==> src/design/csirp_pkg.sv <==
// csirp_pkg: shared constants and types for the CSI report parser.
// Holds byte codes, report kinds, default parameter values and the step struct.
// No dependencies.
`timescale 1ns / 1ps

package csirp_pkg;

   // Default sizing of the argument store
   localparam int ARG_SLOTS_DEF = 5;
   localparam int ARG_BITS_DEF  = 16;

   // Result field width (two's complement)
   localparam int OUT_BITS = 17;

   // Byte codes
   localparam logic [7:0] CHR_CSI        = 8'h9B;
   localparam logic [7:0] CHR_ESC        = 8'h1B;
   localparam logic [7:0] CHR_LBRACKET   = 8'h5B;
   localparam logic [7:0] CHR_SEMI       = 8'h3B;
   localparam logic [7:0] CHR_MINUS      = 8'h2D;
   localparam logic [7:0] CHR_SPACE      = 8'h20;
   localparam logic [7:0] CHR_ZERO       = 8'h30;
   localparam logic [7:0] CHR_NINE       = 8'h39;
   localparam logic [7:0] CHR_FINAL_LO   = 8'h40;
   localparam logic [7:0] CHR_FINAL_HI   = 8'h7E;
   localparam logic [7:0] CHR_BOUNDS     = 8'h72;
   localparam logic [7:0] CHR_CURSOR     = 8'h52;
   localparam logic [7:0] CHR_PRINT_LO   = 8'h20;
   localparam logic [7:0] CHR_PRINT_HI   = 8'h7E;
   localparam logic [7:0] CHR_INTER_HI   = 8'h2F;

   // Report kinds (value of the report_kind register)
   localparam logic KIND_CURSOR = 1'b0;
   localparam logic KIND_BOUNDS = 1'b1;

   // Index of the last argument of each report
   localparam int BOUNDS_LAST_ARG = 3;
   localparam int CURSOR_LAST_ARG = 1;

   // Control passed from the parser core to the report formatter
   typedef struct packed {
      logic emit;     // current item completes a matching report
      logic bounds;   // report is a bounds report (else cursor)
   } csirp_step_type;

endpackage

==> src/design/csirp_core.sv <==
// csirp_core: parser state and per-item next-state logic.
// Tracks escape/CSI state, accumulates decimal arguments, detects the final byte.
// Depends on csirp_pkg.
`timescale 1ns / 1ps

module csirp_core #(
   parameter int ARG_SLOTS = csirp_pkg::ARG_SLOTS_DEF,
   parameter int ARG_BITS  = csirp_pkg::ARG_BITS_DEF
) (
   input  logic                           clock,
   input  logic                           reset,
   input  logic                           step_en,
   input  logic [7:0]                     rx_byte,
   input  logic                           report_kind,
   output csirp_pkg::csirp_step_type      step,
   output logic signed [ARG_BITS-1:0]     arg_eff [ARG_SLOTS]
);
   import csirp_pkg::*;

   localparam int IDX_BITS = $clog2(ARG_SLOTS);
   localparam int MAG_BITS = ARG_BITS - 1;
   localparam int ACC_BITS = MAG_BITS + 4;

   logic                       in_csi_ff, in_csi_in;
   logic                       in_escape_ff, in_escape_in;
   logic                       in_number_ff, in_number_in;
   logic                       sign_ff, sign_in;
   logic [IDX_BITS-1:0]        arg_index_ff, arg_index_in;
   logic signed [ARG_BITS-1:0] args_ff [ARG_SLOTS];
   logic signed [ARG_BITS-1:0] args_in [ARG_SLOTS];

   logic                is_ctrl, is_digit, is_final, neg_apply, emit;
   logic [MAG_BITS-1:0] base_mag, sat_mag;
   logic [ACC_BITS-1:0] acc;

   // byte classes
   assign is_ctrl  = (rx_byte < CHR_PRINT_LO) || (rx_byte > CHR_PRINT_HI);
   assign is_digit = (rx_byte >= CHR_ZERO) && (rx_byte <= CHR_NINE);
   assign is_final = (rx_byte >= CHR_FINAL_LO) && (rx_byte <= CHR_FINAL_HI);

   // digit accumulate: mag*10 + d, saturated; slot is non-negative while in a number
   always_comb begin
      base_mag = in_number_ff ? args_ff[arg_index_ff][MAG_BITS-1:0] : '0;
      acc = (ACC_BITS'(base_mag) << 3) + (ACC_BITS'(base_mag) << 1)
            + ACC_BITS'(rx_byte[3:0]);
      sat_mag = (acc[ACC_BITS-1:MAG_BITS] != '0) ? {MAG_BITS{1'b1}} : acc[MAG_BITS-1:0];
   end

   // arguments with the pending sign applied to the number being closed
   assign neg_apply = in_number_ff && sign_ff;

   always_comb begin
      for (int i = 0; i < ARG_SLOTS; i++) begin
         if (neg_apply && (arg_index_ff == IDX_BITS'(i)))
            arg_eff[i] = -args_ff[i];
         else
            arg_eff[i] = args_ff[i];
      end
   end

   // report match on the final byte
   assign emit = in_csi_ff && !is_ctrl && !is_digit &&
                 (((rx_byte == CHR_BOUNDS) && (report_kind == KIND_BOUNDS) &&
                   (arg_index_ff == IDX_BITS'(BOUNDS_LAST_ARG))) ||
                  ((rx_byte == CHR_CURSOR) && (report_kind == KIND_CURSOR) &&
                   (arg_index_ff == IDX_BITS'(CURSOR_LAST_ARG))));

   assign step.emit   = emit;
   assign step.bounds = report_kind;

   // next state
   always_comb begin
      in_csi_in    = in_csi_ff;
      in_escape_in = in_escape_ff;
      in_number_in = in_number_ff;
      sign_in      = sign_ff;
      arg_index_in = arg_index_ff;
      args_in      = args_ff;
      if (in_csi_ff) begin
         priority if (is_ctrl) begin
            in_csi_in = 1'b0;
         end else if (is_digit) begin
            in_number_in           = 1'b1;
            args_in[arg_index_ff]  = {1'b0, sat_mag};
         end else begin
            args_in = arg_eff;
            if (in_number_ff) begin
               in_number_in = 1'b0;
               sign_in      = 1'b0;
            end
            priority if (is_final) begin
               in_csi_in = 1'b0;
            end else if (rx_byte == CHR_SEMI) begin
               if (arg_index_ff != IDX_BITS'(ARG_SLOTS - 1))
                  arg_index_in = arg_index_ff + 1'b1;
               sign_in = 1'b0;
            end else if (rx_byte == CHR_MINUS) begin
               if (in_number_ff) begin
                  in_csi_in = 1'b0;
                  sign_in   = 1'b1;
               end else begin
                  sign_in = !sign_ff;
               end
            end else if (rx_byte == CHR_SPACE) begin
               in_csi_in = in_csi_ff;
            end else begin
               in_csi_in = 1'b0;
            end
         end
      end else if (in_escape_ff) begin
         if (rx_byte == CHR_LBRACKET) begin
            in_csi_in    = 1'b1;
            in_escape_in = 1'b0;
            in_number_in = 1'b0;
            sign_in      = 1'b0;
            arg_index_in = '0;
            for (int i = 0; i < ARG_SLOTS; i++) args_in[i] = ARG_BITS'(1);
         end else if (!((rx_byte >= CHR_PRINT_LO) && (rx_byte <= CHR_INTER_HI))) begin
            in_escape_in = 1'b0;
         end
      end else if (rx_byte == CHR_CSI) begin
         in_csi_in    = 1'b1;
         in_escape_in = 1'b0;
         in_number_in = 1'b0;
         sign_in      = 1'b0;
         arg_index_in = '0;
         for (int i = 0; i < ARG_SLOTS; i++) args_in[i] = ARG_BITS'(1);
      end else if (rx_byte == CHR_ESC) begin
         in_escape_in = 1'b1;
      end
   end

   // state registers, updated once per processed item
   always_ff @(posedge clock) begin
      if (reset) begin
         in_csi_ff    <= 1'b0;
         in_escape_ff <= 1'b0;
         in_number_ff <= 1'b0;
         sign_ff      <= 1'b0;
         arg_index_ff <= '0;
         for (int i = 0; i < ARG_SLOTS; i++) args_ff[i] <= ARG_BITS'(1);
      end else if (step_en) begin
         in_csi_ff    <= in_csi_in;
         in_escape_ff <= in_escape_in;
         in_number_ff <= in_number_in;
         sign_ff      <= sign_in;
         arg_index_ff <= arg_index_in;
         args_ff      <= args_in;
      end
   end

   // escape and CSI modes exclude each other
   a_mode_excl: assert property (@(posedge clock) disable iff (reset)
      !(in_csi_ff && in_escape_ff))
      else $error("escape and CSI both active");

   // argument index stays inside the store
   a_index_range: assert property (@(posedge clock) disable iff (reset)
      arg_index_ff <= IDX_BITS'(ARG_SLOTS - 1))
      else $error("argument index out of range");

   // a report can only complete inside a CSI sequence
   a_emit_in_csi: assert property (@(posedge clock) disable iff (reset)
      emit |-> in_csi_ff && !in_escape_ff)
      else $error("report outside CSI");

endmodule

==> src/design/csirp_report.sv <==
// csirp_report: forms rows and columns of a matched report.
// Bounds: end - start + 1; cursor: position as given. Combinational.
// Depends on csirp_pkg.
`timescale 1ns / 1ps

module csirp_report #(
   parameter int ARG_SLOTS = csirp_pkg::ARG_SLOTS_DEF,
   parameter int ARG_BITS  = csirp_pkg::ARG_BITS_DEF
) (
   input  csirp_pkg::csirp_step_type                  step,
   input  logic signed [ARG_BITS-1:0]                 arg_eff [ARG_SLOTS],
   output logic signed [csirp_pkg::OUT_BITS-1:0]      rows,
   output logic signed [csirp_pkg::OUT_BITS-1:0]      columns
);
   import csirp_pkg::*;

   localparam int W = (ARG_BITS + 2 > OUT_BITS) ? ARG_BITS + 2 : OUT_BITS;

   logic signed [W-1:0] a0, a1, a2, a3, rows_w, cols_w;

   assign a0 = W'(arg_eff[0]);
   assign a1 = W'(arg_eff[1]);
   assign a2 = W'(arg_eff[2]);
   assign a3 = W'(arg_eff[3]);

   // extents for bounds, raw position for cursor
   always_comb begin
      if (step.bounds) begin
         rows_w = a2 - a0 + W'(1);
         cols_w = a3 - a1 + W'(1);
      end else begin
         rows_w = a0;
         cols_w = a1;
      end
   end

   assign rows    = rows_w[OUT_BITS-1:0];
   assign columns = cols_w[OUT_BITS-1:0];

endmodule

==> src/design/csi_report_parser_top.sv <==
// csi_report_parser_top: CSI report parser, one received byte per item.
// An accepted item passes the input register, then the result register, before its result is valid.
// Throughput: one item per cycle unless a report waits on a stalled output; the per-byte state update is combinational.
// An item with no result proceeds even while a result waits in the output register.
// Reset (synchronous, active high): parser idle, arguments at 1, report_kind = 1 (bounds).
// Depends on csirp_pkg, csirp_core, csirp_report.
`timescale 1ns / 1ps

module csi_report_parser_top #(
   parameter int ARG_SLOTS = csirp_pkg::ARG_SLOTS_DEF,
   parameter int ARG_BITS  = csirp_pkg::ARG_BITS_DEF
) (
   input  logic                                  clock,
   input  logic                                  reset,
   // configuration write
   input  logic                                  csr_valid,
   output logic                                  csr_ready,
   input  logic                                  csr_report_kind,
   // byte input
   input  logic                                  req_valid,
   output logic                                  req_stall,
   input  logic [7:0]                            req_rx_byte,
   // report output
   output logic                                  rsp_valid,
   input  logic                                  rsp_stall,
   output logic signed [csirp_pkg::OUT_BITS-1:0] rsp_rows,
   output logic signed [csirp_pkg::OUT_BITS-1:0] rsp_columns
);
   import csirp_pkg::*;

   logic                       report_kind_ff;
   logic                       s1_valid_ff;
   logic [7:0]                 s1_byte_ff;
   logic                       rsp_valid_ff;
   logic signed [OUT_BITS-1:0] rsp_rows_ff, rsp_columns_ff;
   logic signed [OUT_BITS-1:0] rows_in, columns_in;
   logic                       adv, req_take;
   csirp_step_type             step;
   logic signed [ARG_BITS-1:0] arg_eff [ARG_SLOTS];

   // configuration register, always writable
   assign csr_ready = 1'b1;

   always_ff @(posedge clock) begin
      if (reset)
         report_kind_ff <= KIND_BOUNDS;
      else if (csr_valid && csr_ready)
         report_kind_ff <= csr_report_kind;
   end

   // item in the input register moves on unless it needs a busy output slot
   assign adv       = s1_valid_ff && (!step.emit || !rsp_valid_ff || !rsp_stall);
   assign req_stall = s1_valid_ff && !adv;
   assign req_take  = req_valid && !req_stall;

   // input register
   always_ff @(posedge clock) begin
      if (reset)
         s1_valid_ff <= 1'b0;
      else if (req_take)
         s1_valid_ff <= 1'b1;
      else if (adv)
         s1_valid_ff <= 1'b0;
   end

   always_ff @(posedge clock) begin
      if (req_take)
         s1_byte_ff <= req_rx_byte;
   end

   csirp_core #(
      .ARG_SLOTS (ARG_SLOTS),
      .ARG_BITS  (ARG_BITS)
   ) u_core (
      .clock       (clock),
      .reset       (reset),
      .step_en     (adv),
      .rx_byte     (s1_byte_ff),
      .report_kind (report_kind_ff),
      .step        (step),
      .arg_eff     (arg_eff)
   );

   csirp_report #(
      .ARG_SLOTS (ARG_SLOTS),
      .ARG_BITS  (ARG_BITS)
   ) u_report (
      .step    (step),
      .arg_eff (arg_eff),
      .rows    (rows_in),
      .columns (columns_in)
   );

   // result register
   always_ff @(posedge clock) begin
      if (reset)
         rsp_valid_ff <= 1'b0;
      else if (adv && step.emit)
         rsp_valid_ff <= 1'b1;
      else if (!rsp_stall)
         rsp_valid_ff <= 1'b0;
   end

   always_ff @(posedge clock) begin
      if (adv && step.emit) begin
         rsp_rows_ff    <= rows_in;
         rsp_columns_ff <= columns_in;
      end
   end

   assign rsp_valid   = rsp_valid_ff;
   assign rsp_rows    = rsp_rows_ff;
   assign rsp_columns = rsp_columns_ff;

   // a new result only comes from an item that was in the input register
   a_rsp_source: assert property (@(posedge clock) disable iff (reset)
      rsp_valid_ff && !$past(rsp_valid_ff) |-> $past(s1_valid_ff))
      else $error("result without a source item");

   // a held input item keeps its byte
   a_s1_hold: assert property (@(posedge clock) disable iff (reset)
      s1_valid_ff && req_stall |=> s1_valid_ff && $stable(s1_byte_ff))
      else $error("input register overwritten while stalled");

   // a report never overruns a waiting result
   a_no_overrun: assert property (@(posedge clock) disable iff (reset)
      s1_valid_ff && step.emit && rsp_valid_ff && rsp_stall |-> !adv && req_stall)
      else $error("result register overrun");

endmodule
==> config.mk <==
export PLATFORM = sky130hd
export DESIGN_NAME = csi_report_parser_top
export DESIGN_NICKNAME = d
export VERILOG_FILES = /design/src/design/csirp_pkg.sv /design/src/design/csirp_core.sv /design/src/design/csirp_report.sv /design/src/design/csi_report_parser_top.sv
export SDC_FILE = /design/constraint.sdc
export NUM_CORES = 1
export LEC_CHECK = 0
export BUFFER_PORTS_ARGS = -buffer_cell sky130_fd_sc_hd__buf_2
export CORE_ASPECT_RATIO = 0.7
export CORE_MARGIN = 4
export CORE_UTILIZATION = 50
export DETAILED_ROUTE_END_ITERATION = 7
export GPL_ROUTABILITY_DRIVEN = 0
export PLACE_DENSITY = 0.77
export SETUP_SLACK_MARGIN = 0.15
export SLEW_MARGIN = 10
export SYNTH_ARGS = -nofsm -noshare
export SYNTH_HDL_FRONTEND = slang
export SYNTH_SLANG_ARGS = --single-unit
==> constraint.sdc <==
create_clock -name clock -period 5.28 [get_ports clock]
set_clock_uncertainty 0.15 [all_clocks]
set_input_delay 0.264 -clock clock [delete_from_list [all_inputs] [get_ports clock]]
set_output_delay 0.264 -clock clock [all_outputs]
set_load 0.03 [all_outputs]
==> metrics.txt <==
CTS Buffer Depth=2; Max VDD drop=0.2448 mV; vias per cell=6.530; CP cell instances=clkinv_1, ha_1, nand2_1, nor2_1, xnor2_1, ha_1, ha_1, a211oi_1, o211ai_1, a2111oi_2, o31ai_1, or4_1, a31oi_1, xor2_1, a21o_1; Syn Inst Count=1340; max incr delay on CP=0.45 ns; CTS Sinks=131; CP Capture Type=flip-flop; global-route wire length before repair=54060 um; H-tree depth=4; Final #Nets=1498; Slew HR=23.96%; fmax=203.6 MHz; CP required=5.32 ns; most frequent cells in the layout=nor2_1 (163), a21oi_1 (103), ha_1 (101); largest net degree at the start of global routing=60; most used cell, CP=ha_1; setup TNS=0 ns; most common cell after layout, fill and taps aside=nor2_1; share of layout cells above drive strength 1=11.64%; Lkg Pwr=4.964 nW; mux contribution to synthesized area=2.405%; setup slack after layout=0.3682 ns; Total GRT Usage=27.63%; Worst-Skew Late Latency=0.44 ns; n_diodes=0; Post-synth EDFFs=42; post-synthesis async set-or-reset flop share=0%; slew at the pin closest to its max-slew limit=1.136 ns; Clock transition at path regs=0.06 ns; family with the most delay on the worst path=compound AO/OA/AOI/OAI gates; CTS tree=done; Simple-Gate Fraction of Synth Area=22.70%; predominant post-synthesis flop cell=dfxtp_1; multi-input logic area=7467 um2; core outline area=21090 um2; Synth Area in Compound Gates=22.86%; status=complete, no violations; Synth Area in XOR/XNOR=7.616%; Seq. cell area=3045 um2; dpl hpwl=24930 um; Hold Path Class=in2reg; Reg2Reg Setup Slack=0.37 ns; grt ovf=0; Hold Violations, Final=0; main combinational cell family by area after synthesis=compound AO/OA/AOI/OAI gates; synth warn=0; Fillers=1843; Die Y=131.7 um; syn nets=1459; initial core utilization=51.82%; Mapped Avg Cell Area=8.153 um2; RSZ-0062 raised after global routing=yes; Setup WS pre-CTS=0.1081 ns; Synth Area in Adders=12.30%; MaxCap Viol Count=0; post-synthesis sequential area ratio=27.85%; CP Max Fanout=8; Hold WS=0.03303 ns; # IOs=51; initial antenna violation count=0; wire per inst=20.62 um; fin crit period=4.912 ns; TritonRoute pass-1 iters=6; Worst path slowest cell=or4_1; port bufs=49; Pins Over Slew Limit=0; Buf/Inv on CP=1; crit path kind=reg2reg; CTS root buffer=clkbuf_16; Setup crit start kind=flip-flop; First DRT Iteration DRCs=1463; Cell Pwr Density=200.5 nW/um2; synthesized cell area=10930 um2; Synth cell types=80; drc violations=0; Rows=44; final setup vio count=0; Arrival @ worst endpoint=4.95 ns; Post-DRT Antenna Nets=0; vias in the first global route=9899; register bit total from synthesis=131; number of CTS-inserted buffers=17; Die Area=24320 um2; DRT Wirelength=34400 um; DR vias=10892; die width=184.7 um; area delta synth->final=12.31%; final period utilization=93.03%
==> worst min-delay path, stage by stage <==
cell	delay, ns
buf_2	0.11
nand2_1	0.12
a21oi_1	0.07
==> cells in the mapped netlist (5+ instances only) <==
| cell type | instances | area share (%) |
|---|---|---|
| nand2b_1 | 15 | 0.86 |
| ha_1 | 101 | 12 |
| a31oi_1 | 12 | 0.69 |
| nand3_1 | 22 | 1.0 |
| o21ai_1 | 5 | 0.23 |
| o21ai_0 | 98 | 4.5 |
| and3_1 | 11 | 0.63 |
| o21bai_1 | 6 | 0.41 |
| nor2b_1 | 17 | 0.97 |
| or3b_2 | 5 | 0.40 |
| a221oi_1 | 17 | 1.4 |
| o22ai_1 | 18 | 1.0 |
| nor4_1 | 9 | 0.52 |
| dfxtp_1 | 89 | 16 |
| xnor2_1 | 46 | 3.7 |
| nor2_1 | 166 | 5.7 |
| inv_1 | 42 | 1.4 |
| nor3b_1 | 6 | 0.41 |
| nand3b_1 | 11 | 0.76 |
| a21oi_1 | 104 | 4.8 |
| o211ai_1 | 20 | 1.4 |
| a211oi_1 | 15 | 1.0 |
| clkbuf_1 | 62 | 2.1 |
| nand4_1 | 5 | 0.29 |
| o31ai_1 | 11 | 0.76 |
| a22oi_1 | 28 | 1.9 |
| nor3_1 | 78 | 3.6 |
| or3_1 | 10 | 0.57 |
| xor2_1 | 49 | 3.9 |
| nand2_1 | 69 | 2.4 |
| a21o_1 | 11 | 0.76 |
| nand3_4 | 9 | 1.4 |
| and2_1 | 20 | 1.1 |
| mux2i_1 | 24 | 2.2 |
| edfxtp_1 | 42 | 12 |
| a221oi_2 | 8 | 1.1 |
==> repair_timing <==
| action | CTS | global route |
|---|---|---|
| buffers inserted | 0 | 6 |
| setup endpoints to repair | 3 | 76 |
| hold buffers | 11 | 0 |
| gates cloned | 0 | 0 |
| resized for setup | 2 | 7 |
| pin swaps | 1 | 2 |
| endpoints found under the hold margin | 10 | 0 |
==> logic make-up (layout without fill, tap and decap cells) <==
family | after synthesis | in the layout
multiplexers | 26 | 26
AND/OR/NAND/NOR | 477 | 477
buffers and inverters | 116 | 168
XOR/XNOR | 95 | 95
other | 1 | 1
AO/OA/AOI/OAI | 389 | 389
adder cells (fa/ha/maj) | 105 | 105
flip-flops | 131 | 131
==> layer usage <==
| metal | track usage, % | wire length, um | vias up |
|---|---|---|---|
| met2 | 37.05 | 13500 | 683 |
| met1 | 40.23 | 14990 | 5087 |
| met5 | 0 | 0 | - |
| li1 | - | - | 5021 |
| met3 | 10.77 | 4812 | 101 |
| met4 | 9.209 | 1098 | 0 |
==> where the power goes <==
group / internal, W / total [W] / leakage (nW) / switching, W
sequential: 0.00104 / 0.00106 / 1.11 / 0.0000111
clock: 0.000826 / 0.00130 / 0.324 / 0.000474
combinational: 0.0000395 / 0.000104 / 3.53 / 0.0000640
==> metrics by stage <==
stage	instance area, um2	std cells	util [%]	total power (W)
6_report	12270	1668	58.19	0.002460
5_1_grt	12270	1668	58.19	0.002513
4_1_cts	12210	1662	57.89	0.002460
3_5_place_dp	11440	1619	54.25	0.001168
3_3_place_gp	11440	1619	54.25	0.001167
2_1_floorplan	10930	1340	-	0.001139
==> worst paths after layout <==
check,to,start,cells after the start
worst min register to register,rsp_valid,s1_valid_ff,2
worst max-delay path,rsp_rows[16],u_core.arg_index_ff[0],15
worst min-delay path,rsp_valid,rsp_stall,3
worst max register to register,rsp_rows[16],u_core.arg_index_ff[0],15
==> cell type report <==
cell class              instances  share of cell area (%)
inverters                      44                   1.346
clock inverters                 4                  0.4079
clock buffers                  28                   4.905
well taps                     276                   2.814
flip-flops and latches        131                   24.82
multi-input cells            1093                   60.85
repair buffers                 92                   4.854
==> registers in the layout, summed over array words and instances, names as in the netlist, 3 cells and up <==
name / flops
u_core.args_ff: 79
s1_byte_ff: 8
rsp_rows: 17
u_core.arg_index_ff: 3
rsp_columns: 17
(Power assumes the default switching activity.)
